===== config.mk =====
export PLATFORM = sky130hd
export DESIGN_NAME = polar_orbit_velocity_transform_core
export DESIGN_NICKNAME = d
export VERILOG_FILES = /design/src/pov_pkg.sv /design/src/pov_ctrl.sv /design/src/pov_dp.sv /design/src/polar_orbit_velocity_transform_core.sv
export SDC_FILE = /design/constraint.sdc
export NUM_CORES = 2
export LEC_CHECK = 0
export ABC_AREA = 1
export ABC_CLOCK_PERIOD_IN_PS = 11650
export BUFFER_PORTS_ARGS = -buffer_cell sky130_fd_sc_hd__buf_2
export CELL_PAD_IN_SITES_DETAIL_PLACEMENT = 0
export CELL_PAD_IN_SITES_GLOBAL_PLACEMENT = 1
export CORE_AREA = 5 5 561 341
export DETAILED_ROUTE_END_ITERATION = 10
export DIE_AREA = 0 0 566 346
export PLACE_DENSITY = 0.83
export SYNTH_ARGS = -nofsm -noshare
export SYNTH_HDL_FRONTEND = slang
export SYNTH_SLANG_ARGS = --single-unit
export TNS_END_PERCENT = 50

===== constraint.sdc =====
create_clock -name clk_i -period 11.65 [get_ports clk_i]
set_input_delay 1.165 -clock clk_i [delete_from_list [all_inputs] [get_ports clk_i]]
set_output_delay 1.165 -clock clk_i [all_outputs]
set_load 0.1 [all_outputs]

===== src/pov_pkg.sv =====
// Shared types, constants and tables of the polar orbit velocity transform.
package pov_pkg;

  localparam int CORDIC_STEPS_DEF = 16;
  localparam int FRAC_BITS_DEF    = 12;
  localparam int CNT_W            = 6;
  localparam int IDX_W            = 5;
  localparam int DIV_BITS         = 48;
  localparam int RADIUS_W         = 24;
  localparam int CFG_IDX_W        = 3;
  localparam int CFG_DATA_W       = 20;
  localparam int IN_DATA_W        = 96;
  localparam int OUT_DATA_W       = 40;
  localparam logic [15:0] KGAIN   = 16'd39797;
  localparam logic [29:0] INV2PI  = 30'd683565276;

  localparam logic [CFG_IDX_W-1:0] CFG_CENTER_X   = 3'd0;
  localparam logic [CFG_IDX_W-1:0] CFG_CENTER_Y   = 3'd1;
  localparam logic [CFG_IDX_W-1:0] CFG_RADIAL_THR = 3'd2;
  localparam logic [CFG_IDX_W-1:0] CFG_LOOP_PER   = 3'd3;
  localparam logic [CFG_IDX_W-1:0] CFG_BLUE_SIDE  = 3'd4;

  localparam logic ACT_CAPTURE = 1'b0;

  typedef enum logic [4:0] {
    OP_NONE, OP_LOAD, OP_VSTEP, OP_MULX, OP_CAPT, OP_RMUL, OP_RUPD, OP_TMUL,
    OP_QLO, OP_QHI, OP_QSUM, OP_QADD, OP_DSTEP, OP_THETA, OP_RLOAD, OP_RSTEP,
    OP_MULY, OP_OUTX, OP_OUTY
  } op_e;

  typedef enum logic [4:0] {
    ST_IDLE, ST_VEC, ST_VMUL, ST_CAPT, ST_RMUL, ST_RUPD, ST_TMUL, ST_QLO,
    ST_QHI, ST_QSUM, ST_QADD, ST_DIV, ST_THETA, ST_RLOAD, ST_ROT, ST_MULX,
    ST_OUTX, ST_MULY, ST_OUTY
  } state_e;

  typedef struct packed {
    op_e              op;
    logic [IDX_W-1:0] idx;
  } cmd_t;

  typedef struct packed {
    logic act;
    logic rzero;
  } sts_t;

  // atan(2^-i) as a binary angle, full turn 2^32
  function automatic logic [31:0] atan_f(input logic [IDX_W-1:0] i);
    logic [31:0] v;
    case (i)
      5'd0:  v = 32'h20000000;
      5'd1:  v = 32'h12E4051E;
      5'd2:  v = 32'h09FB385B;
      5'd3:  v = 32'h051111D4;
      5'd4:  v = 32'h028B0D43;
      5'd5:  v = 32'h0145D7E1;
      5'd6:  v = 32'h00A2F61E;
      5'd7:  v = 32'h00517C55;
      5'd8:  v = 32'h0028BE53;
      5'd9:  v = 32'h00145F2F;
      5'd10: v = 32'h000A2F98;
      5'd11: v = 32'h000517CC;
      5'd12: v = 32'h00028BE6;
      5'd13: v = 32'h000145F3;
      5'd14: v = 32'h0000A2F9;
      5'd15: v = 32'h0000517D;
      5'd16: v = 32'h000028BE;
      5'd17: v = 32'h0000145F;
      5'd18: v = 32'h00000A30;
      5'd19: v = 32'h00000518;
      5'd20: v = 32'h0000028C;
      5'd21: v = 32'h00000146;
      5'd22: v = 32'h000000A3;
      5'd23: v = 32'h00000051;
      default: v = 32'h0;
    endcase
    return v;
  endfunction

endpackage


===== src/pov_ctrl.sv =====
// Sequencer of the orbit transform: walks the datapath through one item.
module pov_ctrl #(
  parameter int CORDIC_STEPS = pov_pkg::CORDIC_STEPS_DEF
) (
  input  logic          clk_i,
  input  logic          rst_ni,
  input  logic          in_valid_i,
  output logic          in_ready_o,
  output logic          out_valid_o,
  input  logic          out_ready_i,
  input  pov_pkg::sts_t sts_i,
  output pov_pkg::cmd_t cmd_o
);

  pov_pkg::state_e state_q, state_d;
  logic [pov_pkg::CNT_W-1:0] cnt_q, cnt_d;
  logic out_valid_q, out_valid_d;
  logic out_free;

  assign out_free    = !out_valid_q || out_ready_i;
  assign out_valid_o = out_valid_q;

  always_ff @(posedge clk_i or negedge rst_ni) begin
    if (!rst_ni) begin
      state_q     <= pov_pkg::ST_IDLE;
      cnt_q       <= '0;
      out_valid_q <= 1'b0;
    end else begin
      state_q     <= state_d;
      cnt_q       <= cnt_d;
      out_valid_q <= out_valid_d;
    end
  end

  always_comb begin
    state_d     = state_q;
    cnt_d       = cnt_q;
    out_valid_d = out_valid_q && !out_ready_i;
    in_ready_o  = 1'b0;
    cmd_o.op    = pov_pkg::OP_NONE;
    cmd_o.idx   = cnt_q[pov_pkg::IDX_W-1:0];
    case (state_q)
      pov_pkg::ST_IDLE: begin
        in_ready_o = 1'b1;
        cnt_d      = '0;
        if (in_valid_i) begin
          cmd_o.op = pov_pkg::OP_LOAD;
          state_d  = pov_pkg::ST_VEC;
        end
      end
      pov_pkg::ST_VEC: begin
        cmd_o.op = pov_pkg::OP_VSTEP;
        cnt_d    = cnt_q + 1'b1;
        if (cnt_q == pov_pkg::CNT_W'(CORDIC_STEPS - 1)) begin
          cnt_d   = '0;
          state_d = (sts_i.act == pov_pkg::ACT_CAPTURE) ? pov_pkg::ST_VMUL
                                                         : pov_pkg::ST_RMUL;
        end
      end
      pov_pkg::ST_VMUL: begin
        cmd_o.op = pov_pkg::OP_MULX;
        state_d  = pov_pkg::ST_CAPT;
      end
      pov_pkg::ST_CAPT: begin
        cmd_o.op = pov_pkg::OP_CAPT;
        state_d  = pov_pkg::ST_IDLE;
      end
      pov_pkg::ST_RMUL: begin
        cmd_o.op = pov_pkg::OP_RMUL;
        state_d  = pov_pkg::ST_RUPD;
      end
      pov_pkg::ST_RUPD: begin
        cmd_o.op = pov_pkg::OP_RUPD;
        state_d  = pov_pkg::ST_TMUL;
      end
      pov_pkg::ST_TMUL: begin
        cmd_o.op = pov_pkg::OP_TMUL;
        // zero radius: no bearing advance, skip the divide
        state_d  = sts_i.rzero ? pov_pkg::ST_THETA : pov_pkg::ST_QLO;
      end
      pov_pkg::ST_QLO: begin
        cmd_o.op = pov_pkg::OP_QLO;
        state_d  = pov_pkg::ST_QHI;
      end
      pov_pkg::ST_QHI: begin
        cmd_o.op = pov_pkg::OP_QHI;
        state_d  = pov_pkg::ST_QSUM;
      end
      pov_pkg::ST_QSUM: begin
        cmd_o.op = pov_pkg::OP_QSUM;
        state_d  = pov_pkg::ST_QADD;
      end
      pov_pkg::ST_QADD: begin
        cmd_o.op = pov_pkg::OP_QADD;
        cnt_d    = '0;
        state_d  = pov_pkg::ST_DIV;
      end
      pov_pkg::ST_DIV: begin
        cmd_o.op = pov_pkg::OP_DSTEP;
        cnt_d    = cnt_q + 1'b1;
        if (cnt_q == pov_pkg::CNT_W'(pov_pkg::DIV_BITS - 1)) begin
          cnt_d   = '0;
          state_d = pov_pkg::ST_THETA;
        end
      end
      pov_pkg::ST_THETA: begin
        cmd_o.op = pov_pkg::OP_THETA;
        state_d  = pov_pkg::ST_RLOAD;
      end
      pov_pkg::ST_RLOAD: begin
        cmd_o.op = pov_pkg::OP_RLOAD;
        cnt_d    = '0;
        state_d  = pov_pkg::ST_ROT;
      end
      pov_pkg::ST_ROT: begin
        cmd_o.op = pov_pkg::OP_RSTEP;
        cnt_d    = cnt_q + 1'b1;
        if (cnt_q == pov_pkg::CNT_W'(CORDIC_STEPS - 1)) begin
          cnt_d   = '0;
          state_d = pov_pkg::ST_MULX;
        end
      end
      pov_pkg::ST_MULX: begin
        cmd_o.op = pov_pkg::OP_MULX;
        state_d  = pov_pkg::ST_OUTX;
      end
      pov_pkg::ST_OUTX: begin
        cmd_o.op = pov_pkg::OP_OUTX;
        state_d  = pov_pkg::ST_MULY;
      end
      pov_pkg::ST_MULY: begin
        cmd_o.op = pov_pkg::OP_MULY;
        state_d  = pov_pkg::ST_OUTY;
      end
      pov_pkg::ST_OUTY: begin
        if (out_free) begin
          cmd_o.op    = pov_pkg::OP_OUTY;
          out_valid_d = 1'b1;
          state_d     = pov_pkg::ST_IDLE;
        end
      end
      default: state_d = pov_pkg::ST_IDLE;
    endcase
  end

endmodule


===== src/pov_dp.sv =====
// Datapath: config registers, shared CORDIC, shared multiplier, radix-2 divider.
module pov_dp #(
  parameter int FRAC_BITS = pov_pkg::FRAC_BITS_DEF
) (
  input  logic                               clk_i,
  input  logic                               rst_ni,
  input  logic                               cfg_we_i,
  input  logic [pov_pkg::CFG_IDX_W-1:0]      cfg_idx_i,
  input  logic [pov_pkg::CFG_DATA_W-1:0]     cfg_data_i,
  input  logic [pov_pkg::IN_DATA_W-1:0]      in_data_i,
  input  logic                               in_user_i,
  input  pov_pkg::cmd_t                      cmd_i,
  output pov_pkg::sts_t                      sts_o,
  output logic [pov_pkg::OUT_DATA_W-1:0]     out_data_o,
  output logic                               out_user_o
);

  localparam int CW = FRAC_BITS + 24;
  localparam int PW = CW + 31;
  localparam int SH = 16 + FRAC_BITS;

  // configuration
  logic signed [19:0] cx_q, cy_q;
  logic [15:0] thr_q, loop_q;
  logic blue_q;

  always_ff @(posedge clk_i or negedge rst_ni) begin
    if (!rst_ni) begin
      cx_q   <= '0;
      cy_q   <= '0;
      thr_q  <= 16'd4608;
      loop_q <= 16'd1311;
      blue_q <= 1'b0;
    end else if (cfg_we_i) begin
      case (cfg_idx_i)
        pov_pkg::CFG_CENTER_X:   cx_q   <= cfg_data_i;
        pov_pkg::CFG_CENTER_Y:   cy_q   <= cfg_data_i;
        pov_pkg::CFG_RADIAL_THR: thr_q  <= cfg_data_i[15:0];
        pov_pkg::CFG_LOOP_PER:   loop_q <= cfg_data_i[15:0];
        pov_pkg::CFG_BLUE_SIDE:  blue_q <= cfg_data_i[0];
        default: ;
      endcase
    end
  end

  // working registers
  logic [pov_pkg::RADIUS_W-1:0] radius_q;
  logic signed [CW-1:0] x_q, y_q;
  logic signed [33:0]   z_q;
  logic signed [PW-1:0] prod_q;
  logic [31:0] p_q, theta_q;
  logic [46:0] qlo_q;
  logic [pov_pkg::DIV_BITS-1:0] num_q;
  logic [23:0] rem_q;
  logic act_q, vzero_q, zflag_q;
  logic signed [16:0] rad_q, tang_q;
  logic [15:0] head_q;
  logic signed [17:0] vx_q, ox_q, oy_q;
  logic oz_q;

  // input decode
  logic signed [19:0] px, py;
  logic signed [16:0] rad_in;
  logic signed [20:0] dx, dy;
  logic signed [CW-1:0] gx, gy;
  logic [16:0] rad_in_abs;

  assign px         = in_data_i[19:0];
  assign py         = in_data_i[39:20];
  assign rad_in     = in_data_i[56:40];
  assign dx         = 21'(px) - 21'(cx_q);
  assign dy         = 21'(py) - 21'(cy_q);
  assign gx         = CW'(dx) <<< FRAC_BITS;
  assign gy         = CW'(dy) <<< FRAC_BITS;
  assign rad_in_abs = rad_in[16] ? 17'(-rad_in) : rad_in;

  // CORDIC step
  logic signed [CW-1:0] xs, ys;
  logic [31:0] atan;
  assign xs   = x_q >>> cmd_i.idx;
  assign ys   = y_q >>> cmd_i.idx;
  assign atan = pov_pkg::atan_f(cmd_i.idx);

  // shared multiplier
  logic signed [CW-1:0] mul_a;
  logic signed [30:0]   mul_b;
  logic signed [PW-1:0] prod_d;
  logic [16:0] rad_abs, tang_abs;

  assign rad_abs  = rad_q[16] ? 17'(-rad_q) : rad_q;
  assign tang_abs = tang_q[16] ? 17'(-tang_q) : tang_q;

  always_comb begin
    mul_a = x_q;
    mul_b = 31'(pov_pkg::KGAIN);
    case (cmd_i.op)
      pov_pkg::OP_MULY: mul_a = y_q;
      pov_pkg::OP_RMUL: begin
        mul_a = CW'(rad_abs);
        mul_b = 31'(loop_q);
      end
      pov_pkg::OP_TMUL: begin
        mul_a = CW'(tang_abs);
        mul_b = 31'(loop_q);
      end
      pov_pkg::OP_QLO: begin
        mul_a = CW'(prod_q[15:0]);
        mul_b = 31'(pov_pkg::INV2PI);
      end
      pov_pkg::OP_QHI: begin
        mul_a = CW'(p_q[31:16]);
        mul_b = 31'(pov_pkg::INV2PI);
      end
      default: ;
    endcase
  end
  assign prod_d = mul_a * mul_b;

  // gain-corrected value rounded back to unguarded units
  logic signed [PW-1:0] rnd_v;
  logic signed [17:0] sat_v;
  logic [pov_pkg::RADIUS_W-1:0] mag_v;
  assign rnd_v = (prod_q + (PW'(1) <<< (SH - 1))) >>> SH;

  always_comb begin
    if (rnd_v > PW'(131071))       sat_v = 18'sd131071;
    else if (rnd_v < PW'(-131072)) sat_v = -18'sd131072;
    else                           sat_v = rnd_v[17:0];
    if (rnd_v < PW'(0))                 mag_v = '0;
    else if (rnd_v > PW'(16777215))     mag_v = '1;
    else                                mag_v = rnd_v[23:0];
  end

  // radius update
  logic [16:0] mr;
  logic signed [25:0] r_sum;
  logic [23:0] r_sat;
  assign mr    = 17'((33'(prod_q[31:0]) + 33'd32768) >> 16);
  assign r_sum = rad_q[16] ? 26'(radius_q) - 26'(mr) : 26'(radius_q) + 26'(mr);
  assign r_sat = r_sum[25] ? 24'd0 : (r_sum > 26'sd16777215 ? 24'hFFFFFF : r_sum[23:0]);

  // divide step
  logic [24:0] rem_sh;
  logic [25:0] diff;
  assign rem_sh = {rem_q, num_q[pov_pkg::DIV_BITS-1]};
  assign diff   = {1'b0, rem_sh} - {2'b00, radius_q};

  // bearing advance and rotation angle
  logic [31:0] delta, bearing, t_fix;
  logic neg;
  assign delta   = zflag_q ? 32'd0 : (tang_q[16] ? 32'd0 - num_q[31:0] : num_q[31:0]);
  assign bearing = vzero_q ? 32'd0 : z_q[31:0];
  assign neg     = theta_q[31] ^ theta_q[30];
  assign t_fix   = {theta_q[31] ^ neg, theta_q[30:0]};

  logic signed [CW-1:0] rx, ry;
  assign rx = CW'(rad_q) <<< FRAC_BITS;
  assign ry = zflag_q ? '0 : (CW'(tang_q) <<< FRAC_BITS);

  always_ff @(posedge clk_i or negedge rst_ni) begin
    if (!rst_ni) begin
      radius_q <= '0;
    end else if (cmd_i.op == pov_pkg::OP_CAPT) begin
      radius_q <= mag_v;
    end else if (cmd_i.op == pov_pkg::OP_RUPD) begin
      radius_q <= r_sat;
    end
  end

  always_ff @(posedge clk_i) begin
    case (cmd_i.op)
      pov_pkg::OP_LOAD: begin
        act_q   <= in_user_i;
        vzero_q <= (dx == '0) && (dy == '0);
        rad_q   <= (rad_in_abs <= {1'b0, thr_q}) ? '0 : rad_in;
        tang_q  <= in_data_i[73:57];
        head_q  <= in_data_i[89:74];
        if (dx < 0) begin
          x_q <= -gx;
          y_q <= -gy;
          z_q <= 34'sh080000000;
        end else begin
          x_q <= gx;
          y_q <= gy;
          z_q <= '0;
        end
      end
      pov_pkg::OP_VSTEP: begin
        if (!y_q[CW-1]) begin
          x_q <= x_q + ys;
          y_q <= y_q - xs;
          z_q <= {2'b00, z_q[31:0] + atan};
        end else begin
          x_q <= x_q - ys;
          y_q <= y_q + xs;
          z_q <= {2'b00, z_q[31:0] - atan};
        end
      end
      pov_pkg::OP_RSTEP: begin
        if (!z_q[33]) begin
          x_q <= x_q - ys;
          y_q <= y_q + xs;
          z_q <= z_q - 34'(atan);
        end else begin
          x_q <= x_q + ys;
          y_q <= y_q - xs;
          z_q <= z_q + 34'(atan);
        end
      end
      pov_pkg::OP_MULX, pov_pkg::OP_MULY, pov_pkg::OP_RMUL, pov_pkg::OP_TMUL: begin
        prod_q <= prod_d;
      end
      pov_pkg::OP_RUPD: zflag_q <= (r_sat == '0);
      pov_pkg::OP_QLO: begin
        p_q    <= prod_q[31:0];
        prod_q <= prod_d;
      end
      pov_pkg::OP_QHI: begin
        qlo_q  <= prod_q[46:0];
        prod_q <= prod_d;
      end
      pov_pkg::OP_QSUM: begin
        num_q <= 48'(prod_q[46:0]) + 48'((48'(qlo_q) + 48'd32768) >> 16);
      end
      pov_pkg::OP_QADD: begin
        num_q <= num_q + 48'(radius_q[23:1]);
        rem_q <= '0;
      end
      pov_pkg::OP_DSTEP: begin
        if (!diff[25]) begin
          rem_q <= diff[23:0];
          num_q <= {num_q[pov_pkg::DIV_BITS-2:0], 1'b1};
        end else begin
          rem_q <= rem_sh[23:0];
          num_q <= {num_q[pov_pkg::DIV_BITS-2:0], 1'b0};
        end
      end
      pov_pkg::OP_THETA: begin
        theta_q <= bearing + delta - {head_q, 16'd0} + {blue_q, 31'd0};
      end
      pov_pkg::OP_RLOAD: begin
        x_q <= neg ? -rx : rx;
        y_q <= neg ? -ry : ry;
        z_q <= 34'($signed(t_fix));
      end
      pov_pkg::OP_OUTX: vx_q <= sat_v;
      pov_pkg::OP_OUTY: begin
        ox_q <= vx_q;
        oy_q <= sat_v;
        oz_q <= zflag_q;
      end
      default: ;
    endcase
  end

  assign sts_o.act   = act_q;
  assign sts_o.rzero = zflag_q;
  assign out_data_o  = {4'd0, oy_q, ox_q};
  assign out_user_o  = oz_q;

endmodule


===== src/polar_orbit_velocity_transform_core.sv =====
// Top level of the polar orbit velocity transform.
//   channel   dir  content
//   s_axis    in   tdata pos_x/pos_y/radial_cmd/tangential_cmd/heading, tuser action
//   m_axis    out  tdata robot_vx/robot_vy, tuser radius_zero
//   cfg       in   write enable, register index, data
// One item at a time. A capture runs one vectoring CORDIC pass and a gain multiply;
// a drive step runs the two CORDIC passes and the 48-step radix-2 divider, and skips
// the divider when the radius comes out zero.
// A finished result waits in the output register while the next item is taken;
// the block stalls only at its last step if that register is still full.
// Reset clears config to defaults and the target radius to zero.
module polar_orbit_velocity_transform_core #(
  parameter int CORDIC_STEPS = pov_pkg::CORDIC_STEPS_DEF,
  parameter int FRAC_BITS    = pov_pkg::FRAC_BITS_DEF
) (
  input  logic                           clk_i,
  input  logic                           rst_ni,
  input  logic                           cfg_we_i,
  input  logic [pov_pkg::CFG_IDX_W-1:0]  cfg_idx_i,
  input  logic [pov_pkg::CFG_DATA_W-1:0] cfg_data_i,
  input  logic                           s_axis_tvalid,
  output logic                           s_axis_tready,
  // pos_x, pos_y, radial_cmd, tangential_cmd, heading, zero fill
  input  logic [pov_pkg::IN_DATA_W-1:0]  s_axis_tdata,
  // action
  input  logic                           s_axis_tuser,
  output logic                           m_axis_tvalid,
  input  logic                           m_axis_tready,
  // robot_vx, robot_vy, zero fill
  output logic [pov_pkg::OUT_DATA_W-1:0] m_axis_tdata,
  // radius_zero
  output logic                           m_axis_tuser
);

  pov_pkg::cmd_t cmd;
  pov_pkg::sts_t sts;

  pov_ctrl #(
    .CORDIC_STEPS(CORDIC_STEPS)
  ) u_ctrl (
    .clk_i       (clk_i),
    .rst_ni      (rst_ni),
    .in_valid_i  (s_axis_tvalid),
    .in_ready_o  (s_axis_tready),
    .out_valid_o (m_axis_tvalid),
    .out_ready_i (m_axis_tready),
    .sts_i       (sts),
    .cmd_o       (cmd)
  );

  pov_dp #(
    .FRAC_BITS(FRAC_BITS)
  ) u_dp (
    .clk_i      (clk_i),
    .rst_ni     (rst_ni),
    .cfg_we_i   (cfg_we_i),
    .cfg_idx_i  (cfg_idx_i),
    .cfg_data_i (cfg_data_i),
    .in_data_i  (s_axis_tdata),
    .in_user_i  (s_axis_tuser),
    .cmd_i      (cmd),
    .sts_o      (sts),
    .out_data_o (m_axis_tdata),
    .out_user_o (m_axis_tuser)
  );

endmodule


==> After elaboration in Yosys (flattened, before gate mapping) <==
Memory sizes are Yosys's and may differ from the RTL's.
Cells that the tools add are included.
{ "classes": {"n_addsub": 30, "multipliers": 1, "n_lt_le_gt_ge": 7, "n_eq_ne": 47, "shift": 2, "muxes": 53, "n_bitwise": 2, "n_reduce_logical": 27} }
{ "op_table": {"columns": ["op", "n"], "rows": [
  ["2-to-1 mux 36 bit", 9],
  ["case mux 36 bit (4 select lines)", 2],
  ["case mux 36 bit (5 select lines)", 1],
  ["case mux 5 bit (18 select lines)", 2],
  ["2-to-1 mux 24 bit", 7],
  ["2-to-1 mux 32 bit", 5],
  ["case mux 48 bit (3 select lines)", 1],
  ["case mux 34 bit (4 select lines)", 1],
  ["adder 32 bit", 3],
  ["equality test 5 x 4 -> 1 bit (second input constant)", 16],
  ["adder 36 bit", 2],
  ["negation 33 -> 36 bit", 2],
  [">>> shifter 36 x 5 -> 36 bit", 2],
  ["subtractor 36 bit", 2],
  ["adder 67 x 29 -> 67 bit (second input constant)", 1],
  ["multiplier 36 x 31 -> 67 bit", 1],
  ["subtractor 32 bit", 2],
  ["case mux 30 bit (2 select lines)", 1],
  ["2-to-1 mux 17 bit", 3],
  ["negation 17 bit", 3],
  ["adder 47 x 16 -> 48 bit (second input constant)", 1],
  ["adder 47 x 32 -> 48 bit", 1],
  ["adder 48 x 23 -> 48 bit", 1],
  ["case mux 24 bit (2 select lines)", 1],
  ["54 further kinds", 99]
]} }
{ "totals": {"reg_bits": 573, "mem_bits_ro": 960, "in_bits": 125, "output_inout_bits": 43, "elab_cells": 198, "mem_count": 1} }
{ "mem_list": {"columns": ["name", "depth", "word_bits", "rd", "rd_ports_with_merged_regs", "wr", "line", "text"], "rows": [
  ["(no name shown)", 32, 30, 1, 0, 0, "pov_pkg.sv:50", "case (i)"]
]} }

==> Logic depth before layout (Yosys ltp) <==
{ "logic_depth": {"ltp_word": 8, "ltp_mapped": 43, "depth_no_buf": 43} }

==> By module <==
Synthesis repeated with hierarchy kept, for this count alone.
{ "hier_totals": {"hier_cells": 12661, "hier_area_um2": 90629.4} }
{ "by_module_without_submodules": {"columns": ["mod", "instances", "cells_each", "area_per_inst_um2", "seq_area_each_um2"], "rows": [
  ["pov_dp", 1, 12472, 89483.3, 15441.1],
  ["pov_ctrl", 1, 189, 1146.1, 300.3]
]} }

==> Worst setup path before layout <==
OpenSTA, ideal clock, no wires.
{ "synth_timing": {"path_kind": "register to register", "start": "register u_ctrl.state_q[3]", "end": "register u_dp.x_q[0] (enable)", "t_arrival_ns": 9.681, "slack_ns": 1.251, "stages_incl_launch_ff": 6, "path_buffers": 0, "period_less_slack_ns": 10.399, "cell_sequence": "dfrtp_1 nor2_1 inv_1 nor2_1 inv_1 o21ai_0"} }
{ "synth_between": {"elab_chain_cells": 5, "elab_cells_between_ends": 26, "classes_between": "eq/ne (22); mux (1); reduce/logical (3)"} }
{ "synth_rtl": {"columns": ["element", "line", "text"], "rows": [
  ["from (decl)", "pov_ctrl.sv:15", "pov_pkg::state_e state_q, state_d;"],
  ["from (signal assigned)", "pov_ctrl.sv:25", "state_q <= pov_pkg::ST_IDLE;"],
  ["from (signal assigned)", "pov_ctrl.sv:29", "state_q <= state_d;"],
  ["equality test 5 x 2 -> 1 bit / equality test 5 x 4 -> 1 bit (equally long branches)", "pov_ctrl.sv:42", "case (state_q)"],
  ["OR reduction 2 bit (no source line)", null, null],
  ["case mux 5 bit (18 select lines) (*)", "pov_ctrl.sv:42", null],
  ["equality test 5 x 4 -> 1 bit (tied with other cells)", "pov_dp.sv:171", "case (cmd_i.op)"],
  ["nonzero test 4 bit (no source line) (*)", null, null],
  ["to (signal assigned)", "pov_dp.sv:179", "x_q <= -gx;"],
  ["to (signal assigned)", "pov_dp.sv:183", "x_q <= gx;"],
  ["to (signal assigned)", "pov_dp.sv:190", "x_q <= x_q + ys;"],
  ["to (decl)", "pov_dp.sv:48", "logic signed [CW-1:0] x_q, y_q;"]
]} }
Mark *: on every way between the ends. The rest lies on a longest branch, timed or not.
A chain may end at the register's enable or synchronous reset.

==> Final worst setup path <==
{ "layout_timing": {"start": "register u_ctrl.state_q[4]", "end": "register u_dp.prod_q[44], data pin"} }
{ "layout_between": {"elab_chain_cells": 7, "elab_cells_between_ends": 31, "classes_between": "mul (1); eq/ne (23); mux (3); reduce/logical (4)"} }
{ "layout_rtl": {"columns": ["element", "line", "text"], "rows": [
  ["equality test 5 x 2 -> 1 bit / equality test 5 x 4 -> 1 bit (equally long branches)", "pov_ctrl.sv:42", null],
  ["OR reduction 2 bit (no source line)", null, null],
  ["case mux 5 bit (18 select lines) (*)", "pov_ctrl.sv:42", null],
  ["equality test 5 x 4 -> 1 bit / equality test 5 x 3 -> 1 bit (equally long branches)", "pov_dp.sv:96", "case (cmd_i.op)"],
  ["OR reduction 2 bit (no source line)", null, null],
  ["case mux 30 bit (2 select lines)", "pov_dp.sv:96", null],
  ["multiplier 36 x 31 -> 67 bit (*)", "pov_dp.sv:117", "assign prod_d = mul_a * mul_b;"],
  ["net u_dp.prod_d[44]", "pov_dp.sv:87", "logic signed [PW-1:0] prod_d;"],
  ["to (signal assigned)", "pov_dp.sv:211", "prod_q <= prod_d;"],
  ["to (signal assigned)", "pov_dp.sv:216", "prod_q <= prod_d;"],
  ["to (signal assigned)", "pov_dp.sv:220", "prod_q <= prod_d;"],
  ["to (decl)", "pov_dp.sv:50", "logic signed [PW-1:0] prod_q;"]
]} }
The timed path passes the listed nets; every way through them passes the cells marked *.

==> flow_summary_export.csv <==
group,metric,value,unit
clocking,cts-root-to-sink-buffers,3,
yosys,post_synth_xor_area_fraction,3.52,%
job,cap_violations,3,
yosys,synth_cells,12630,
yosys,synth_enable_flop_cells,433,
yosys,synth-adder-area-share,29.1,%
drt,final_wl,381000,um
setup_path,slowest_delay,630,ps
setup_path,path_max_fanout,24,
clocking,tritoncts.num_buffers,66,
drt,wire_per_inst,24.6,um
clocking,insertion_delay,730,ps
sta,slew_viol_final,5,
hold_path,min_delay_worst_endpoint,"u_dp.ox_q[16]$_DFFE_PN_",
clocking,cts_post_setup_buffers_inserted,0,
final_layout,most_common_cell_after_layout_fill_and_taps_aside,"sky130_fd_sc_hd__nand2_1",
hold_path,hold_path_class,"reg -> reg",
setup_path,r2r_cells,33,
yosys,post_synth_and_or_nand_nor_area_fraction,23.0,%
placed_design,dpl.hpwl,325000,um
drt,detail_route.first_pass.iterations,7,
sta,clock_period_minus_final_worst_setup_slack,11220,ps
drt,detailroute.via_count,89898,
final_layout,layout_common_cells,"2599 x sky130_fd_sc_hd__nand2_1, 2475 x sky130_fd_sc_hd__inv_1, 1178 x sky130_fd_sc_hd__nor2_1",
drt,drt-vias-per-instance,5.80,
outcome,failed_checks,"capacitance limit, slew limit",
sta,timing.clock.skew,101,ps
clocking,cts_sinks,542,
setup_path,worstPathArrival,11580,ps
hold_path,worstHoldPathCells,0,
floorplan,initial_utilization,48.7,%
floorplan,cell_rows,123,
sta,setup_viol,0,
setup_path,endpoint_of_the_worst_slack_reg_to_reg_timing_path,"u_dp.prod_q[44]$_DFFE_PP_",
floorplan,die-area,0.196,mm2
yosys,syn-mean-instance-area,7.16,um2
sta,setup_repair_after_global_routing_missed_its_margin,"no",
yosys,dominant_synthesized_flop_cell,"sky130_fd_sc_hd__edfxtp_1",
yosys,synth_cell_type_count,72,
yosys,synth_top_family_by_area,"adder cells",
grt,first_pass_grt_wire_length,554000,um
setup_path,critical_path_launch_point_type,"register",
sta,timing.slew.headroom,-14.8,%
yosys,seq_area_frac_synth,17.4,%
drt,ant_nets,0,
sta,hold_viol_final,0,
setup_path,cp_data_required_time,12010,ps
placed_design,numPortBuffers,157,
final_layout,nFillCells,18426,
clocking,cts_tree,"yes",
outcome,result_of_the_run,"complete, but fails checks",
grt,grt_max_degree,83,
drt,remaining_drc_errors,0,
clocking,clock-root-buffer,"sky130_fd_sc_hd__clkbuf_16",
yosys,synth_warn,0,
setup_path,cell_type_of_the_slowest_stage_on_the_worst_timing_path,"sky130_fd_sc_hd__nor2_2",
setup_path,crit_path_start,"u_ctrl.state_q[4]$_DFFE_PN0P_",
setup_path,crit_top_cell,"sky130_fd_sc_hd__fa_1",
sta,final_total_negative_setup_slack,0,ps
placed_design,gp_routability_congestion,1.14,
grt,first_global_vias,83139,
grt,grt_remaining_overflow,0,
clocking,cts_htree_levels,3,
clocking,post_cts.resized_instances,0,
yosys,mappedNetlistArea,0.0904,mm2
hold_path,critical_hold_path_startpoint,"u_dp.vx_q[16]$_DFFE_PN_",
floorplan,i_o_pin_count,168,
yosys,synth_seq_cells,542,
sta,fmax,0.0891,GHz
sta,final_period_utilization,96.3,%
clocking,cts_hold_repair.buffers,0,
clocking,cts.reportedPaths.clkPinSlew,70,ps
yosys,synth_compound_area_share,14.3,%
floorplan,dieHeight,346,um
sta,max_slew.worst_pin.slew,1700,ps
grt,gr-usage-all-layers,37.8,%
floorplan,die-width,566,um
final_layout,syn2layout_area_growth,7.59,%
setup_path,cp-end-kind,"register",
setup_path,timing.setup.critical_path_class,"reg -> reg",
yosys,multiplexer_fraction_of_the_synthesized_cell_area,0.664,%
final_layout,layout.nets,14635,
setup_path,r2r_start,"u_ctrl.state_q[4]$_DFFE_PN0P_",
final_layout,post_route_cells_drive_above_1_share,4.75,%
grt,grt_antenna_before_repair,16,
setup_path,setup.reg_to_reg.worst_slack,430,ps
drt,detail_route.iter0.violations,12465,
yosys,ys_async_sr_fraction,20.1,%
floorplan,design.core.area,0.186,mm2
## cell families (layout without fill, tap and decap cells)
logic type               Yosys count  in the layout
flip-flops                       542            542
AND/OR/NAND/NOR                 4981           4981
adder cells (fa/ha/maj)         1580           1580
multiplexers                      60             60
buffers and inverters           2843           2905
XOR/XNOR                         362            362
AO/OA/AOI/OAI                   2260           2260
other                              2            298
## layout make-up
class                           count  area, um2  area share [%]
Sequential cell                   542      15700            16.2
Inverter                         2505       9400            9.66
Timing Repair Buffer              279       1730            1.78
Clock buffer                       72       1710            1.75
Multi-Input combinational cell   9536      65000            66.8
Tap cell                         2500       3130            3.21
Clock inverter                     49        551           0.566
Antenna cell                        5       12.5          0.0129
## worst max-delay path, delay by kind of cell (launching register included)
family	cells	cell delay, ps
flops	1	460
compound gates	3	1130
fa+ha+maj	9	4450
buf+inv	5	1050
simple gates	16	3750
## layer usage
layer / up-vias / share of wire [%] / track usage [%] / wire, um
li1: 40895 / - / - / -
met1: 43177 / 46 / 59.5 / 177000
met2: 5423 / 34 / 44.8 / 130000
met3: 389 / 18 / 19.4 / 67500
met4: 14 / 1.8 / 6.23 / 6970
met5: - / 0.13 / 1.64 / 499
## synth_stat cells, drive strengths merged (34+ instances only)
cell       n  area, um2
nor3     129        681
a21o      64        480
o211ai    65        488
edfxtp   433      13000
xor2     267       2350
o21ai    899       4530
a21boi    43        323
clkbuf   225        845
buf      113        619
nand3b    47        353
o21bai    47        353
fa       872      17500
xnor2     95        832
o221ai    34        298
ha       708       8860
nor2    1219       4680
a31oi     79        500
o22ai    167       1170
nor4      42        263
nand4    135        845
mux2i     60        601
a21oi    736       3680
inv     2497       9370
or2       72        450
dfrtp    100       2500
nand3    685       3460
nand2   2619       9880
## worst max-delay path by stage
stage                                      endpoint  slack (ps)  depth (start not counted)
final                     u_dp.prod_q[44]$_DFFE_PP_         430                         33
after global routing      u_dp.prod_q[44]$_DFFE_PP_         100                         33
after CTS                 u_dp.prod_q[44]$_DFFE_PP_         830                         33
after detailed placement  u_dp.prod_q[44]$_DFFE_PP_         930                         33
after global placement    u_dp.prod_q[63]$_DFFE_PP_        1070                         34
after floorplan               u_dp.x_q[0]$_DFFE_PP_        1250                          5
## registers in the layout, summed over array words and instances (netlist names), 20 cells and up
signal / count
u_dp.x_q: 36
u_dp.rem_q: 24
u_dp.num_q: 48
u_dp.y_q: 36
u_dp.prod_q: 67
u_dp.z_q: 34
u_dp.cy_q: 20
u_dp.cx_q: 20
u_dp.radius_q: 24
u_dp.qlo_q: 32
u_dp.theta_q: 32
## stage by stage
stage,hold slack (ps),setup slack (ps),std cells,utilization (%),instance area [um2]
after global placement,404,1070,15362,51.1,95000
final,379,429,15488,52.3,97300
after detailed placement,405,931,15362,51.1,95000
after global routing,396,96.5,15483,52.3,97300
after CTS,382,834,15483,52.3,97300
after floorplan,400,1250,12921,-,91500
Power is not shown: default switching activity piles up to over one toggle a cycle in this logic, so the estimate is an artifact.
